**src/rtl/crfr_pkg.sv**
```systemverilog
package crfr_pkg;

    // Configuration register indexes
    localparam logic [1:0] CFG_START_BYTE    = 2'd0;
    localparam logic [1:0] CFG_MAX_DATA_LEN  = 2'd1;
    localparam logic [1:0] CFG_MAX_KEY_LEN   = 2'd2;
    localparam logic [1:0] CFG_MAX_NONCE_LEN = 2'd3;

    localparam logic [7:0]  START_BYTE_RST    = 8'd74;
    localparam logic [15:0] MAX_DATA_LEN_RST  = 16'd1024;
    localparam logic [7:0]  MAX_KEY_LEN_RST   = 8'd32;
    localparam logic [7:0]  MAX_NONCE_LEN_RST = 8'd24;

    localparam logic [7:0] CRC_POLY = 8'h07;
    localparam logic [7:0] CRC_INIT = 8'h00;

    // Section codes
    localparam logic [1:0] SEC_DATA  = 2'd0;
    localparam logic [1:0] SEC_KEY   = 2'd1;
    localparam logic [1:0] SEC_NONCE = 2'd2;
    localparam logic [1:0] SEC_REPLY = 2'd3;

    // Status codes
    localparam logic [1:0] ST_BUSY     = 2'd0;
    localparam logic [1:0] ST_OK       = 2'd1;
    localparam logic [1:0] ST_CRC_ERR  = 2'd2;
    localparam logic [1:0] ST_OVERFLOW = 2'd3;

    localparam logic [7:0] REPLY_ACK  = 8'd1;
    localparam logic [7:0] REPLY_NACK = 8'd0;

    localparam logic [2:0] HDR_LAST_IDX = 3'd4;

    // Reply frame beat positions
    localparam logic [1:0] BEAT_START = 2'd0;
    localparam logic [1:0] BEAT_ACK   = 2'd1;
    localparam logic [1:0] BEAT_CRC   = 2'd2;

    // Command queue between parser and emitter
    localparam int QDEPTH = 4;
    localparam int QAW    = $clog2(QDEPTH);

    typedef enum logic [2:0] {
        PH_HUNT,
        PH_HDR,
        PH_DATA,
        PH_KEY,
        PH_NONCE,
        PH_CRC
    } phase_t;

    typedef struct packed {
        logic        is_reply;
        logic [1:0]  section;
        logic [7:0]  value;     // payload byte, or ack code for a reply
        logic [15:0] offset;
        logic [1:0]  status;
        logic [7:0]  algorithm;
        logic [15:0] data_len;
        logic [7:0]  key_len;
        logic [7:0]  nonce_len;
    } qent_t;

    typedef struct packed {
        logic [7:0]  start_byte;
        logic [15:0] max_data_len;
        logic [7:0]  max_key_len;
        logic [7:0]  max_nonce_len;
    } cfg_t;

    // CRC-8, MSB first, one byte
    function automatic logic [7:0] crc8_byte(input logic [7:0] c, input logic [7:0] b);
        logic [7:0] v;
        v = c ^ b;
        for (int i = 0; i < 8; i++) begin
            if (v[7])
            begin
                v = {v[6:0], 1'b0} ^ CRC_POLY;
            end
            else
            begin
                v = {v[6:0], 1'b0};
            end
        end
        return v;
    endfunction

endpackage

```
**src/rtl/crfr_front.sv**
```systemverilog
module crfr_front (
    input  logic               clk,
    input  logic               rst_n,
    input  logic               in_valid,
    input  logic               in_go,
    input  logic               mode,
    input  logic [7:0]         rx_byte,
    input  crfr_pkg::cfg_t     cfg,
    output logic               push,
    output crfr_pkg::qent_t    push_ent
);
    import crfr_pkg::*;

    phase_t      phase_reg, phase_next;
    logic [2:0]  hdr_idx_reg, hdr_idx_next;
    logic [7:0]  crc_reg, crc_next;
    logic [7:0]  algo_reg, algo_next;
    logic [15:0] data_len_reg, data_len_next;
    logic [7:0]  key_len_reg, key_len_next;
    logic [7:0]  nonce_len_reg, nonce_len_next;
    logic [15:0] count_reg, count_next;

    logic        take;
    logic        timeout;
    logic        hdr_done;
    logic        overflow;
    logic        sec_end;
    logic        crc_ok;
    logic [7:0]  crc_upd;
    logic [15:0] sec_len;
    logic [1:0]  sec_code;

    // First non-empty section at or after the given one
    function automatic phase_t first_section(input phase_t from, input logic [15:0] dl,
                                             input logic [7:0] kl, input logic [7:0] nl);
        phase_t p;
        p = PH_CRC;
        if (from == PH_DATA && dl != '0)
        begin
            p = PH_DATA;
        end
        else if ((from == PH_DATA || from == PH_KEY) && kl != '0)
        begin
            p = PH_KEY;
        end
        else if (from != PH_CRC && nl != '0)
        begin
            p = PH_NONCE;
        end
        return p;
    endfunction

    assign take     = in_valid && in_go;
    assign timeout  = mode;
    assign crc_upd  = crc8_byte(crc_reg, rx_byte);
    assign crc_ok   = (crc_reg == rx_byte);
    assign hdr_done = (hdr_idx_reg == HDR_LAST_IDX);
    // nonce length arrives with the last header byte
    assign overflow = (key_len_reg > cfg.max_key_len) || (rx_byte > cfg.max_nonce_len)
                   || (data_len_reg > cfg.max_data_len);

    always_comb
    begin
        case (phase_reg)
            PH_DATA:  begin sec_len = data_len_reg;           sec_code = SEC_DATA;  end
            PH_KEY:   begin sec_len = {8'd0, key_len_reg};    sec_code = SEC_KEY;   end
            default:  begin sec_len = {8'd0, nonce_len_reg};  sec_code = SEC_NONCE; end
        endcase
    end

    assign sec_end = ({1'b0, count_reg} + 17'd1) >= {1'b0, sec_len};

    // Next phase
    always_comb
    begin
        phase_next = phase_reg;
        if (take)
        begin
            if (timeout)
            begin
                phase_next = PH_HUNT;
            end
            else
            begin
                case (phase_reg)
                    PH_HUNT:
                    begin
                        if (rx_byte == cfg.start_byte)
                        begin
                            phase_next = PH_HDR;
                        end
                    end
                    PH_HDR:
                    begin
                        if (hdr_done)
                        begin
                            phase_next = overflow ? PH_HUNT
                                : first_section(PH_DATA, data_len_reg, key_len_reg, rx_byte);
                        end
                    end
                    PH_DATA:
                    begin
                        if (sec_end)
                        begin
                            phase_next = first_section(PH_KEY, data_len_reg, key_len_reg,
                                                       nonce_len_reg);
                        end
                    end
                    PH_KEY:
                    begin
                        if (sec_end)
                        begin
                            phase_next = first_section(PH_NONCE, data_len_reg, key_len_reg,
                                                       nonce_len_reg);
                        end
                    end
                    PH_NONCE:
                    begin
                        if (sec_end)
                        begin
                            phase_next = PH_CRC;
                        end
                    end
                    default:
                    begin
                        phase_next = PH_HUNT;
                    end
                endcase
            end
        end
    end

    // Datapath and queue writes
    always_comb
    begin
        hdr_idx_next   = hdr_idx_reg;
        crc_next       = crc_reg;
        algo_next      = algo_reg;
        data_len_next  = data_len_reg;
        key_len_next   = key_len_reg;
        nonce_len_next = nonce_len_reg;
        count_next     = count_reg;
        push           = 1'b0;
        push_ent.is_reply  = 1'b0;
        push_ent.section   = sec_code;
        push_ent.value     = rx_byte;
        push_ent.offset    = count_reg;
        push_ent.status    = ST_BUSY;
        push_ent.algorithm = algo_reg;
        push_ent.data_len  = data_len_reg;
        push_ent.key_len   = key_len_reg;
        push_ent.nonce_len = nonce_len_reg;
        if (take)
        begin
            if (timeout)
            begin
                hdr_idx_next = '0;
                count_next   = '0;
                crc_next     = CRC_INIT;
            end
            else
            begin
                case (phase_reg)
                    PH_HUNT:
                    begin
                        if (rx_byte == cfg.start_byte)
                        begin
                            hdr_idx_next = '0;
                            count_next   = '0;
                            crc_next     = crc8_byte(CRC_INIT, rx_byte);
                        end
                    end
                    PH_HDR:
                    begin
                        crc_next = crc_upd;
                        case (hdr_idx_reg)
                            3'd0:    algo_next = rx_byte;
                            3'd1:    data_len_next = {rx_byte, data_len_reg[7:0]};
                            3'd2:    data_len_next = {data_len_reg[15:8], rx_byte};
                            3'd3:    key_len_next = rx_byte;
                            default: nonce_len_next = rx_byte;
                        endcase
                        if (hdr_done)
                        begin
                            hdr_idx_next = '0;
                            count_next   = '0;
                            if (overflow)
                            begin
                                crc_next           = CRC_INIT;
                                push               = 1'b1;
                                push_ent.is_reply  = 1'b1;
                                push_ent.section   = SEC_REPLY;
                                push_ent.value     = REPLY_NACK;
                                push_ent.status    = ST_OVERFLOW;
                                push_ent.nonce_len = rx_byte;
                            end
                        end
                        else
                        begin
                            hdr_idx_next = hdr_idx_reg + 3'd1;
                        end
                    end
                    PH_DATA, PH_KEY, PH_NONCE:
                    begin
                        crc_next   = crc_upd;
                        push       = 1'b1;
                        count_next = sec_end ? '0 : count_reg + 16'd1;
                    end
                    default:
                    begin
                        crc_next          = CRC_INIT;
                        count_next        = '0;
                        push              = 1'b1;
                        push_ent.is_reply = 1'b1;
                        push_ent.section  = SEC_REPLY;
                        push_ent.value    = crc_ok ? REPLY_ACK : REPLY_NACK;
                        push_ent.status   = crc_ok ? ST_OK : ST_CRC_ERR;
                    end
                endcase
            end
        end
    end

    always_ff @(posedge clk or negedge rst_n)
    begin
        if (!rst_n)
        begin
            phase_reg     <= PH_HUNT;
            hdr_idx_reg   <= '0;
            crc_reg       <= CRC_INIT;
            algo_reg      <= '0;
            data_len_reg  <= '0;
            key_len_reg   <= '0;
            nonce_len_reg <= '0;
            count_reg     <= '0;
        end
        else
        begin
            phase_reg     <= phase_next;
            hdr_idx_reg   <= hdr_idx_next;
            crc_reg       <= crc_next;
            algo_reg      <= algo_next;
            data_len_reg  <= data_len_next;
            key_len_reg   <= key_len_next;
            nonce_len_reg <= nonce_len_next;
            count_reg     <= count_next;
        end
    end

endmodule

```
**src/rtl/crfr_queue.sv**
```systemverilog
module crfr_queue (
    input  logic              clk,
    input  logic              rst_n,
    input  logic              push,
    input  crfr_pkg::qent_t   push_ent,
    input  logic              pop,
    output logic              full,
    output logic              nonempty,
    output crfr_pkg::qent_t   head
);
    import crfr_pkg::*;

    qent_t          mem_reg [QDEPTH];
    logic [QAW-1:0] wr_ptr_reg, wr_ptr_next;
    logic [QAW-1:0] rd_ptr_reg, rd_ptr_next;
    logic [QAW:0]   count_reg, count_next;

    assign full     = (count_reg == QAW'(0) + (QAW+1)'(QDEPTH));
    assign nonempty = (count_reg != '0);
    assign head     = mem_reg[rd_ptr_reg];

    always_comb
    begin
        wr_ptr_next = push ? wr_ptr_reg + 1'b1 : wr_ptr_reg;
        rd_ptr_next = pop ? rd_ptr_reg + 1'b1 : rd_ptr_reg;
        count_next  = count_reg + (QAW+1)'(push) - (QAW+1)'(pop);
    end

    always_ff @(posedge clk)
    begin
        if (push)
        begin
            mem_reg[wr_ptr_reg] <= push_ent;
        end
    end

    always_ff @(posedge clk or negedge rst_n)
    begin
        if (!rst_n)
        begin
            wr_ptr_reg <= '0;
            rd_ptr_reg <= '0;
            count_reg  <= '0;
        end
        else
        begin
            wr_ptr_reg <= wr_ptr_next;
            rd_ptr_reg <= rd_ptr_next;
            count_reg  <= count_next;
        end
    end

endmodule

```
**src/rtl/crfr_back.sv**
```systemverilog
module crfr_back (
    input  logic              clk,
    input  logic              rst_n,
    input  logic              q_nonempty,
    input  crfr_pkg::qent_t   q_head,
    output logic              pop,
    input  logic [7:0]        start_byte,
    input  logic              out_stall,
    output logic              out_valid,
    output logic [1:0]        section,
    output logic [7:0]        value,
    output logic [15:0]       offset,
    output logic [1:0]        status,
    output logic [7:0]        algorithm,
    output logic [15:0]       data_len,
    output logic [7:0]        key_len,
    output logic [7:0]        nonce_len,
    output logic              last
);
    import crfr_pkg::*;

    qent_t      cur_reg, cur_next;
    logic       cur_valid_reg, cur_valid_next;
    logic [1:0] beat_reg, beat_next;
    logic       sent;
    logic       final_beat;
    logic [7:0] reply_crc;

    assign sent       = cur_valid_reg && !out_stall;
    assign final_beat = !cur_reg.is_reply || (beat_reg == BEAT_CRC);
    assign pop        = q_nonempty && (!cur_valid_reg || (sent && final_beat));
    assign reply_crc  = crc8_byte(crc8_byte(CRC_INIT, start_byte), cur_reg.value);

    always_comb
    begin
        cur_next       = cur_reg;
        cur_valid_next = cur_valid_reg;
        beat_next      = beat_reg;
        if (pop)
        begin
            cur_next       = q_head;
            cur_valid_next = 1'b1;
            beat_next      = BEAT_START;
        end
        else if (sent)
        begin
            if (final_beat)
            begin
                cur_valid_next = 1'b0;
            end
            else
            begin
                beat_next = beat_reg + 2'd1;
            end
        end
    end

    always_comb
    begin
        out_valid = cur_valid_reg;
        section   = cur_reg.section;
        status    = cur_reg.status;
        algorithm = cur_reg.algorithm;
        data_len  = cur_reg.data_len;
        key_len   = cur_reg.key_len;
        nonce_len = cur_reg.nonce_len;
        value     = cur_reg.value;
        offset    = cur_reg.offset;
        last      = 1'b0;
        if (cur_reg.is_reply)
        begin
            offset = {14'd0, beat_reg};
            last   = (beat_reg == BEAT_CRC);
            case (beat_reg)
                BEAT_START: value = start_byte;
                BEAT_ACK:   value = cur_reg.value;
                default:    value = reply_crc;
            endcase
        end
    end

    always_ff @(posedge clk)
    begin
        cur_reg <= cur_next;
    end

    always_ff @(posedge clk or negedge rst_n)
    begin
        if (!rst_n)
        begin
            cur_valid_reg <= 1'b0;
            beat_reg      <= BEAT_START;
        end
        else
        begin
            cur_valid_reg <= cur_valid_next;
            beat_reg      <= beat_next;
        end
    end

endmodule

```
**src/rtl/crc8_request_frame_receiver_core.sv**
```systemverilog
// Channel   Dir  Handshake            Payload
// -------   ---  -------------------  ------------------------------------------------
// in        in   in_valid / in_stall  mode, rx_byte
// out       out  out_valid/out_stall  section, value, offset, status, algorithm,
//                                     data_len, key_len, nonce_len, last
// cfg       in   cfg_we               cfg_index, cfg_data
//
// One received byte or timeout is taken per cycle while the four-entry command queue
// has room; the frame parser updates CRC and section state in that same cycle.
// Payload bytes leave one per cycle while out_stall is low; a reply frame is three output
// transfers, the start, ack and CRC beats that the emitter walks from one queue entry.
// Reset is asynchronous and clears parser state, queue pointers and the output valid;
// there is no clearing pass. in_stall rises only when the queue is full.
module crc8_request_frame_receiver_core (
    input  logic        clk,
    input  logic        rst_n,
    input  logic        in_valid,
    output logic        in_stall,
    input  logic        mode,
    input  logic [7:0]  rx_byte,
    output logic        out_valid,
    input  logic        out_stall,
    output logic [1:0]  section,
    output logic [7:0]  value,
    output logic [15:0] offset,
    output logic [1:0]  status,
    output logic [7:0]  algorithm,
    output logic [15:0] data_len,
    output logic [7:0]  key_len,
    output logic [7:0]  nonce_len,
    output logic        last,
    input  logic        cfg_we,
    input  logic [1:0]  cfg_index,
    input  logic [15:0] cfg_data
);
    import crfr_pkg::*;

    cfg_t  cfg_reg, cfg_next;
    logic  q_full;
    logic  q_nonempty;
    logic  q_push;
    logic  q_pop;
    qent_t q_push_ent;
    qent_t q_head;

    // Register writes: mask data to each register's width
    always_comb
    begin
        cfg_next = cfg_reg;
        if (cfg_we)
        begin
            case (cfg_index)
                CFG_START_BYTE:    cfg_next.start_byte    = cfg_data[7:0];
                CFG_MAX_DATA_LEN:  cfg_next.max_data_len  = cfg_data;
                CFG_MAX_KEY_LEN:   cfg_next.max_key_len   = cfg_data[7:0];
                CFG_MAX_NONCE_LEN: cfg_next.max_nonce_len = cfg_data[7:0];
                default:           cfg_next = cfg_reg;
            endcase
        end
    end

    always_ff @(posedge clk or negedge rst_n)
    begin
        if (!rst_n)
        begin
            cfg_reg.start_byte    <= START_BYTE_RST;
            cfg_reg.max_data_len  <= MAX_DATA_LEN_RST;
            cfg_reg.max_key_len   <= MAX_KEY_LEN_RST;
            cfg_reg.max_nonce_len <= MAX_NONCE_LEN_RST;
        end
        else
        begin
            cfg_reg <= cfg_next;
        end
    end

    // Hold the input side only while the queue is full
    assign in_stall = q_full;

    // Front: parse the byte stream, push one command per result-producing transfer
    crfr_front u_front (
        .clk      (clk),
        .rst_n    (rst_n),
        .in_valid (in_valid),
        .in_go    (!q_full),
        .mode     (mode),
        .rx_byte  (rx_byte),
        .cfg      (cfg_reg),
        .push     (q_push),
        .push_ent (q_push_ent)
    );

    crfr_queue u_queue (
        .clk      (clk),
        .rst_n    (rst_n),
        .push     (q_push),
        .push_ent (q_push_ent),
        .pop      (q_pop),
        .full     (q_full),
        .nonempty (q_nonempty),
        .head     (q_head)
    );

    // Back: expand each command into one payload transfer or three reply transfers
    crfr_back u_back (
        .clk        (clk),
        .rst_n      (rst_n),
        .q_nonempty (q_nonempty),
        .q_head     (q_head),
        .pop        (q_pop),
        .start_byte (cfg_reg.start_byte),
        .out_stall  (out_stall),
        .out_valid  (out_valid),
        .section    (section),
        .value      (value),
        .offset     (offset),
        .status     (status),
        .algorithm  (algorithm),
        .data_len   (data_len),
        .key_len    (key_len),
        .nonce_len  (nonce_len),
        .last       (last)
    );

endmodule

```
**config.mk**
```make
export PLATFORM = sky130hd
export DESIGN_NAME = crc8_request_frame_receiver_core
export DESIGN_NICKNAME = d
export VERILOG_FILES = /design/src/rtl/crfr_pkg.sv /design/src/rtl/crfr_front.sv /design/src/rtl/crfr_queue.sv /design/src/rtl/crfr_back.sv /design/src/rtl/crc8_request_frame_receiver_core.sv
export SDC_FILE = /design/constraint.sdc
export NUM_CORES = 1
export LEC_CHECK = 0
export BUFFER_PORTS_ARGS = -buffer_cell sky130_fd_sc_hd__buf_2
export CAP_MARGIN = 15
export CORE_UTILIZATION = 50
export DETAILED_ROUTE_END_ITERATION = 6
export PLACE_DENSITY = 0.67
export SLEW_MARGIN = 30
export SYNTH_ARGS = -nofsm -noshare
export SYNTH_HDL_FRONTEND = slang
export SYNTH_SLANG_ARGS = --single-unit
export TNS_END_PERCENT = 30
```
**constraint.sdc**
```tcl
create_clock -name clk -period 4.7 [get_ports clk]
set_input_delay 0 -clock clk [delete_from_list [all_inputs] [get_ports clk]]
set_output_delay 0 -clock clk [all_outputs]
set_load 0.01 [all_outputs]
```
Word level (Yosys, flattened, before mapping):

Memory sizes are Yosys's and may differ from the RTL's. A register that Yosys moved wholly into a read port is not among the register bits.
Cells that the tools add are included.

* register bits: 120
* bits in writable memories: 276
* bits of input ports: 32
* output and inout port bits: 71
* logic and storage cells: 257
* memories: 1

Memories
* u_queue.mem_reg: words 4, width 69, rd ports 1, clocked after memory_dff 1, write ports 1, RTL line crfr_queue.sv:13 `qent_t mem_reg [QDEPTH];`

* add/subtract/negate cells: 8
* order comparisons: 4
* equal/unequal tests: 22
* mux-type cells: 124
* bitwise logic cells: 38
* reductions and logical operators: 42

Operators with widths (number)
* 8-bit two-way mux: 38
* 3-bit two-way mux: 45
* 3-bit NOT: 32
* 16-bit two-way mux: 5
* 16-bit one-hot mux with 2 select lines: 2
* 16-bit one-hot mux with 3 select lines: 1
* 11-bit two-way mux: 4
* 8-bit one-hot mux with 3 select lines: 1
* 8-bit nonzero test: 3
* 11-bit one-hot mux with 2 select lines: 1
* 16-bit by 1-bit adder with 17-bit output, second input constant: 1
* 17-bit by 16-bit greater-or-equal comparator with 1-bit output: 1
* 16-bit by 1-bit adder with 16-bit output, second input constant: 1
* 8-bit == test: 2
* 16-bit > comparator: 1
* 8-bit > comparator: 2
* 2-bit two-way mux: 8
* 8-bit one-hot mux with 2 select lines: 1
* 16-bit nonzero test: 1
* 8-bit bitwise XOR: 2
* 3-bit by 2-bit inequality test with 1-bit output, second input constant: 5
* 3-bit one-hot mux with 5 select lines: 1
* 2-bit AND reduction: 7
* 1-bit two-way mux: 13
* other kinds (27): 60

Logic depth before layout (Yosys ltp):

* word-level depth: 47
* depth in mapped cells: 16
* gate-level depth less buffers: 14

Modules after synthesis:

Synthesis repeated with hierarchy kept, for this count alone.

* cells, all modules: 1308
* area, all modules: 20646.1 um^2

By module, submodules not included
* crfr_queue: instances 1, cells an instance 395, area an instance 10422.5 um^2, sequential area each 8463.1 um^2
* crfr_front: instances 1, cells an instance 606, area an instance 5420.2 um^2, sequential area each 1751.7 um^2
* crfr_back: instances 1, cells an instance 221, area an instance 3268.1 um^2, sequential area each 2147.1 um^2
* crc8_request_frame_receiver_core: instances 1, cells an instance 86, area an instance 1535.2 um^2, sequential area each 1009.7 um^2

Worst setup path before layout:

Ideal clock, no wire load.

* path kind: flip-flop to flip-flop
* start: register, netlist name u_back.cur_reg[68]
* end: register u_queue.count_reg[1]
* setup time: 0.136 ns
* arrival: 3.817 ns
* path slack: 0.747 ns
* stages on the path, launching flop included: 9
* period minus slack after synthesis: 3.953 ns
* cells stage by stage: edfxtp_1 > clkbuf_1 > nor2b_1 > o21ai_0 > o31a_1 > ha_1 > inv_1 > ha_1 > fa_1

* word-level cells in the longest chain between the ends: 6

Ends and longest elaborated chain
* 1-bit logical NOT: RTL line crfr_back.sv:30 `assign final_beat = !cur_reg.is_reply || (beat_reg == BEAT_CRC);`
* 1-bit logical OR: RTL line crfr_back.sv:30
* 1-bit logical AND: RTL line crfr_back.sv:31 `assign pop = q_nonempty && (!cur_valid_reg || (sent && final_beat));`
* 1-bit logical OR: RTL line crfr_back.sv:31
* 1-bit logical AND: RTL line crfr_back.sv:31
* via q_pop: RTL line crc8_request_frame_receiver_core.sv:42 `logic q_pop;`
* 3-bit by 1-bit subtractor with 3-bit output: RTL line crfr_queue.sv:26 `count_next = count_reg + (QAW+1)'(push) - (QAW+1)'(pop);`
* via u_queue.count_next[1]: RTL line crfr_queue.sv:16 `logic [QAW:0] count_reg, count_next;`
* to (signal assigned): RTL line crfr_queue.sv:49 `count_reg <= count_next;`
* to (decl): RTL line crfr_queue.sv:16

The timed path passes the listed nets, and every way through them passes these cells.
A chain may end at the register's enable or synchronous reset.

Worst setup path in the final report:

* start: register cfg_reg[26] (netlist bit)
* end: memory u_queue.mem_reg[2][19] (netlist bit), enable pin

* word-level cells in the longest chain between the ends: 9

Ends and longest elaborated chain
* from (decl): RTL line crc8_request_frame_receiver_core.sv:38 `cfg_t cfg_reg, cfg_next;`
* from (signal assigned): RTL line crc8_request_frame_receiver_core.sv:73 `cfg_reg <= cfg_next;`
* 16-bit > comparator: RTL line crfr_front.sv:60 `|| (data_len_reg > cfg.max_data_len);`
* 1-bit logical OR: RTL line crfr_front.sv:60
* 1-bit two-way mux: RTL line crfr_front.sv:187 `if (overflow)`
* 1-bit two-way mux: RTL line crfr_front.sv:183 `if (hdr_done)`
* 1-bit one-hot mux with 2 select lines: RTL line crfr_front.sv:163 `case (phase_reg)`
* 1-bit two-way mux: RTL line crfr_front.sv:155 `if (timeout)`
* 1-bit two-way mux: RTL line crfr_front.sv:153 `if (take)`
* via q_push: RTL line crc8_request_frame_receiver_core.sv:41 `logic q_push;`
* 1-bit two-way mux: RTL line crfr_queue.sv:31 `if (push)`
* 1-bit two-way mux (not written as such): RTL line crfr_queue.sv:33 `mem_reg[wr_ptr_reg] <= push_ent;`
* to (decl): RTL line crfr_queue.sv:13

The timed path passes the listed nets, and every way through them passes these cells.

==> results.md <==
* Status: finished clean
* Area Overhead vs Synth at 12.5%
* Worst-Margin Slew at 0.939 ns
* Worst Skew at 0.0218 ns
* Cells after Synth at 1323
* Core ar. at 40100 um2
* Syn Area/Cell at approximately 15 um2
* Static Leakage at 8.71 nW
* Cell variety after synth at 70
* Post-detailed-route count of antenna-violating nets at 0
* Final Non-Filler Cells at 1987
* Setup fix buffers added after clock tree synthesis at 0
* # placed instances at 1868
* Minimum clock period at 3.93 ns
* Max-capacitance violation count at 0
* VDD IR max at 0.508 mV
* Ys Warns at 0
* Ys async rst share at 0.258
* CP Class: reg2reg
* Clock sinks at 465
* Die Y-Extent at 204 um
* Maximum clock rate at 0.254 GHz
* Routed WL per cell at 22.4 um
* Register area share after synthesis at 0.653
* Die footprint at 41800 um2
* Grt ovf at 0
* Initial core utilization at 0.511
* Slew Viols, Final at 0
* Routed via count at ~11k
* Pre-CTS setup slack at 0.783 ns
* Final Hold Fails at 0
* RSZ-0062 raised after global routing: false
* Ant diodes at 0
* Remaining DRCs at 0
* Post-synth EDFFs at 345
* Main flop type after synthesis: edfxtp_1
* Die W at 204 um
* Net count after synthesis at around 1.4k
* Min-delay worst type: in2async
* Clk buf depth at 3
* Worst slew margin at 0.374
* Gr usage total at 0.222
* Setup crit end kind: register
* Fillcell total at 3137
* Clk root buf: clkbuf_16
* Row count at 73
* Reg-to-reg setup timing slack at 0.77 ns
* Startpoint types: register
* Largest net degree at the start of global routing at 74
* Reg clk slew, reported paths at 0.06 ns
* #FFs+latches synth at between 400 and 500
* CTS H-Tree Depth at 2
* Setup TNS at 0 ns
* Iter 0 DRT Violations at 769
* CTS tree: done
* Final HPWL DP at 28500 um
* Routed wire length at 44500 um
* Clock latency on the worst-skew pair at between 0.5 and 0.6 ns
* Drt first pass iters at 5
* Core Util, Final at 0.575
* Io pins at approximately 100
* GPL Wtd Cong at 0.865
* Number of flip-flops in the largest register at 276
* Post-Syn Area at slightly above 20000 um2
* Global-route wire length before repair at roughly 69000 um
* Layout cells sized above 1 at 0.239
* Worst-case reg-to-reg path depth at 11
* Fin crit share at 0.837
* # setup viols final at 0
* Antenna violations before repair at 1
* Vias in the first global route at 11.5k
* Total CTS buffers at 47
* Layout net count at between 1.5k and 2k
* Worst setup margin at ~0.77 ns
* Req. time, crit path at 4.95 ns
* Port bufs at about 100
* Routed vias/inst at ~5.6
* Arrival @ worst endpoint at 4.19 ns
* Cell Pwr Density at roughly 580 nW/um2
* Crit Path Max Fanout at 39
[report_power, final]
group / internal [mW] / total [mW] / switching, mW
Combinational: 1.81 / 3.86 / 2.05
Sequential: 5.41 / 6.01 / 0.602
Clock: 2.02 / 3.57 / 1.55
Total: 9.24 / 13.4 / 4.20
[per-stage QoR]
stage | power, mW | hold slack (ns) | instance area, um2
final | 13.4 | 0.0276 | 23000
after global routing | 14.1 | 0.0821 | 23000
after CTS | 13.6 | 0.0520 | 23000
after detailed placement | 9.96 | 0.113 | 21300
after floorplan | 8.90 | -0.296 | 20500
after global placement | 9.89 | 0.109 | 21300
[final timing paths]
kind,start,endpoint
hold / removal,rst_n,u_back.beat_reg[1]$_DFFE_PN0P_
max in group asynchronous,rst_n,cfg_reg[16]$_DFFE_PN0P_
min in group clk,cfg_we,cfg_reg[33]$_DFFE_PN1P_
hold reg to reg,cfg_reg[5]$_DFFE_PN0P_,cfg_reg[5]$_DFFE_PN0P_
setup / recovery,cfg_reg[26]$_DFFE_PN1P_,u_queue.mem_reg[2][19]$_DFFE_PP_
setup reg to reg,cfg_reg[26]$_DFFE_PN1P_,u_queue.mem_reg[2][19]$_DFFE_PP_
[final cells by class]
cell class | count | area, um2 | share of cell area
tap | 525 | 657 | 0.0285
timing repair buffer | 149 | 1010 | 0.0440
clock inverter | 22 | 148 | 0.00641
inverter | 62 | 233 | 0.0101
sequential | 465 | 13400 | 0.581
clock buffer | 66 | 1320 | 0.0573
multi-input combinational | 698 | 6290 | 0.273
[cell usage after synthesis, types with 3 or more instances]
cell type,count,area share
nor4_1,11,0.0034
inv_1,62,0.011
o21ai_1,7,0.0017
buf_1,8,0.0015
or2_2,3,0.00092
o21a_1,4,0.0015
o31ai_1,3,0.0011
a22o_1,12,0.0051
buf_2,10,0.0024
nand2b_1,6,0.0018
nand2_1,75,0.014
nand3_1,26,0.0064
nand3b_1,3,0.0011
clkbuf_8,3,0.0020
a21o_1,12,0.0044
and2_2,4,0.0015
nand4_1,11,0.0034
a21oi_1,31,0.0076
ha_1,69,0.042
nor3_1,11,0.0027
o211ai_1,4,0.0015
xor2_1,29,0.012
o21ai_0,60,0.015
mux2i_1,12,0.0059
buf_4,45,0.016
mux2_2,62,0.034
nor3b_1,3,0.0011
o22ai_1,3,0.00092
nor2b_1,20,0.0061
or3_1,3,0.00092
o31a_1,3,0.0013
nor2_1,31,0.0057
mux4_2,69,0.076
xnor2_1,56,0.024
dfstp_2,7,0.0090
and2_1,10,0.0031
dfrtp_1,113,0.14
edfxtp_1,345,0.51
and4_1,3,0.0013
and3_1,9,0.0027
clkbuf_1,31,0.0057
[timing repair]
item | 4_1_cts | 5_1_grt
hold buffers | 31 | 0
resized for setup | 0 | 0
hold endpoints to repair | 125 | 0
[critical path: stages, from the launching register on]
cell	delay [ns]
dfstp_2	0.53
inv_1	0.04
ha_1	0.30
nand4_1	0.09
or4_1	0.56
a21o_2	0.20
o2111ai_1	0.14
a211oi_4	0.15
nor3_2	0.18
o31a_4	0.20
and2_2	0.78
buf_12	0.32
[metal layers]
metal | share of wire | vias up | track usage
met5 | 0 | - | 0
li1 | - | 5114 | -
met4 | 0.028 | 0 | 0.0733
met2 | 0.49 | 283 | 0.368
met1 | 0.43 | 5702 | 0.300
met3 | 0.046 | 86 | 0.0373
[kinds of logic (layout without fill, tap and decap cells)]
family	count (synthesis)	after routing	synth area share
and+or+nand+nor	242	242	0.0619
AOI/OAI and AO/OA	155	155	0.0476
xor gates and xnor gates	86	86	0.0371
muxes	145	145	0.117
DFF	465	465	0.653
adders and majority gates	70	70	0.0431
buffers and inverters	160	299	0.0400
[layout by cell type, fill, tap and decap left out, types with 49 or more instances in the layout]
cell type,instances
nand2_1,75
buf_2,101
mux2_2,62
xnor2_1,56
dfrtp_1,111
edfxtp_1,345
clkbuf_16,49
o21ai_0,60
inv_1,62
ha_1,69
mux4_2,69
No activity file was read; power rests on OpenSTA's default activity.
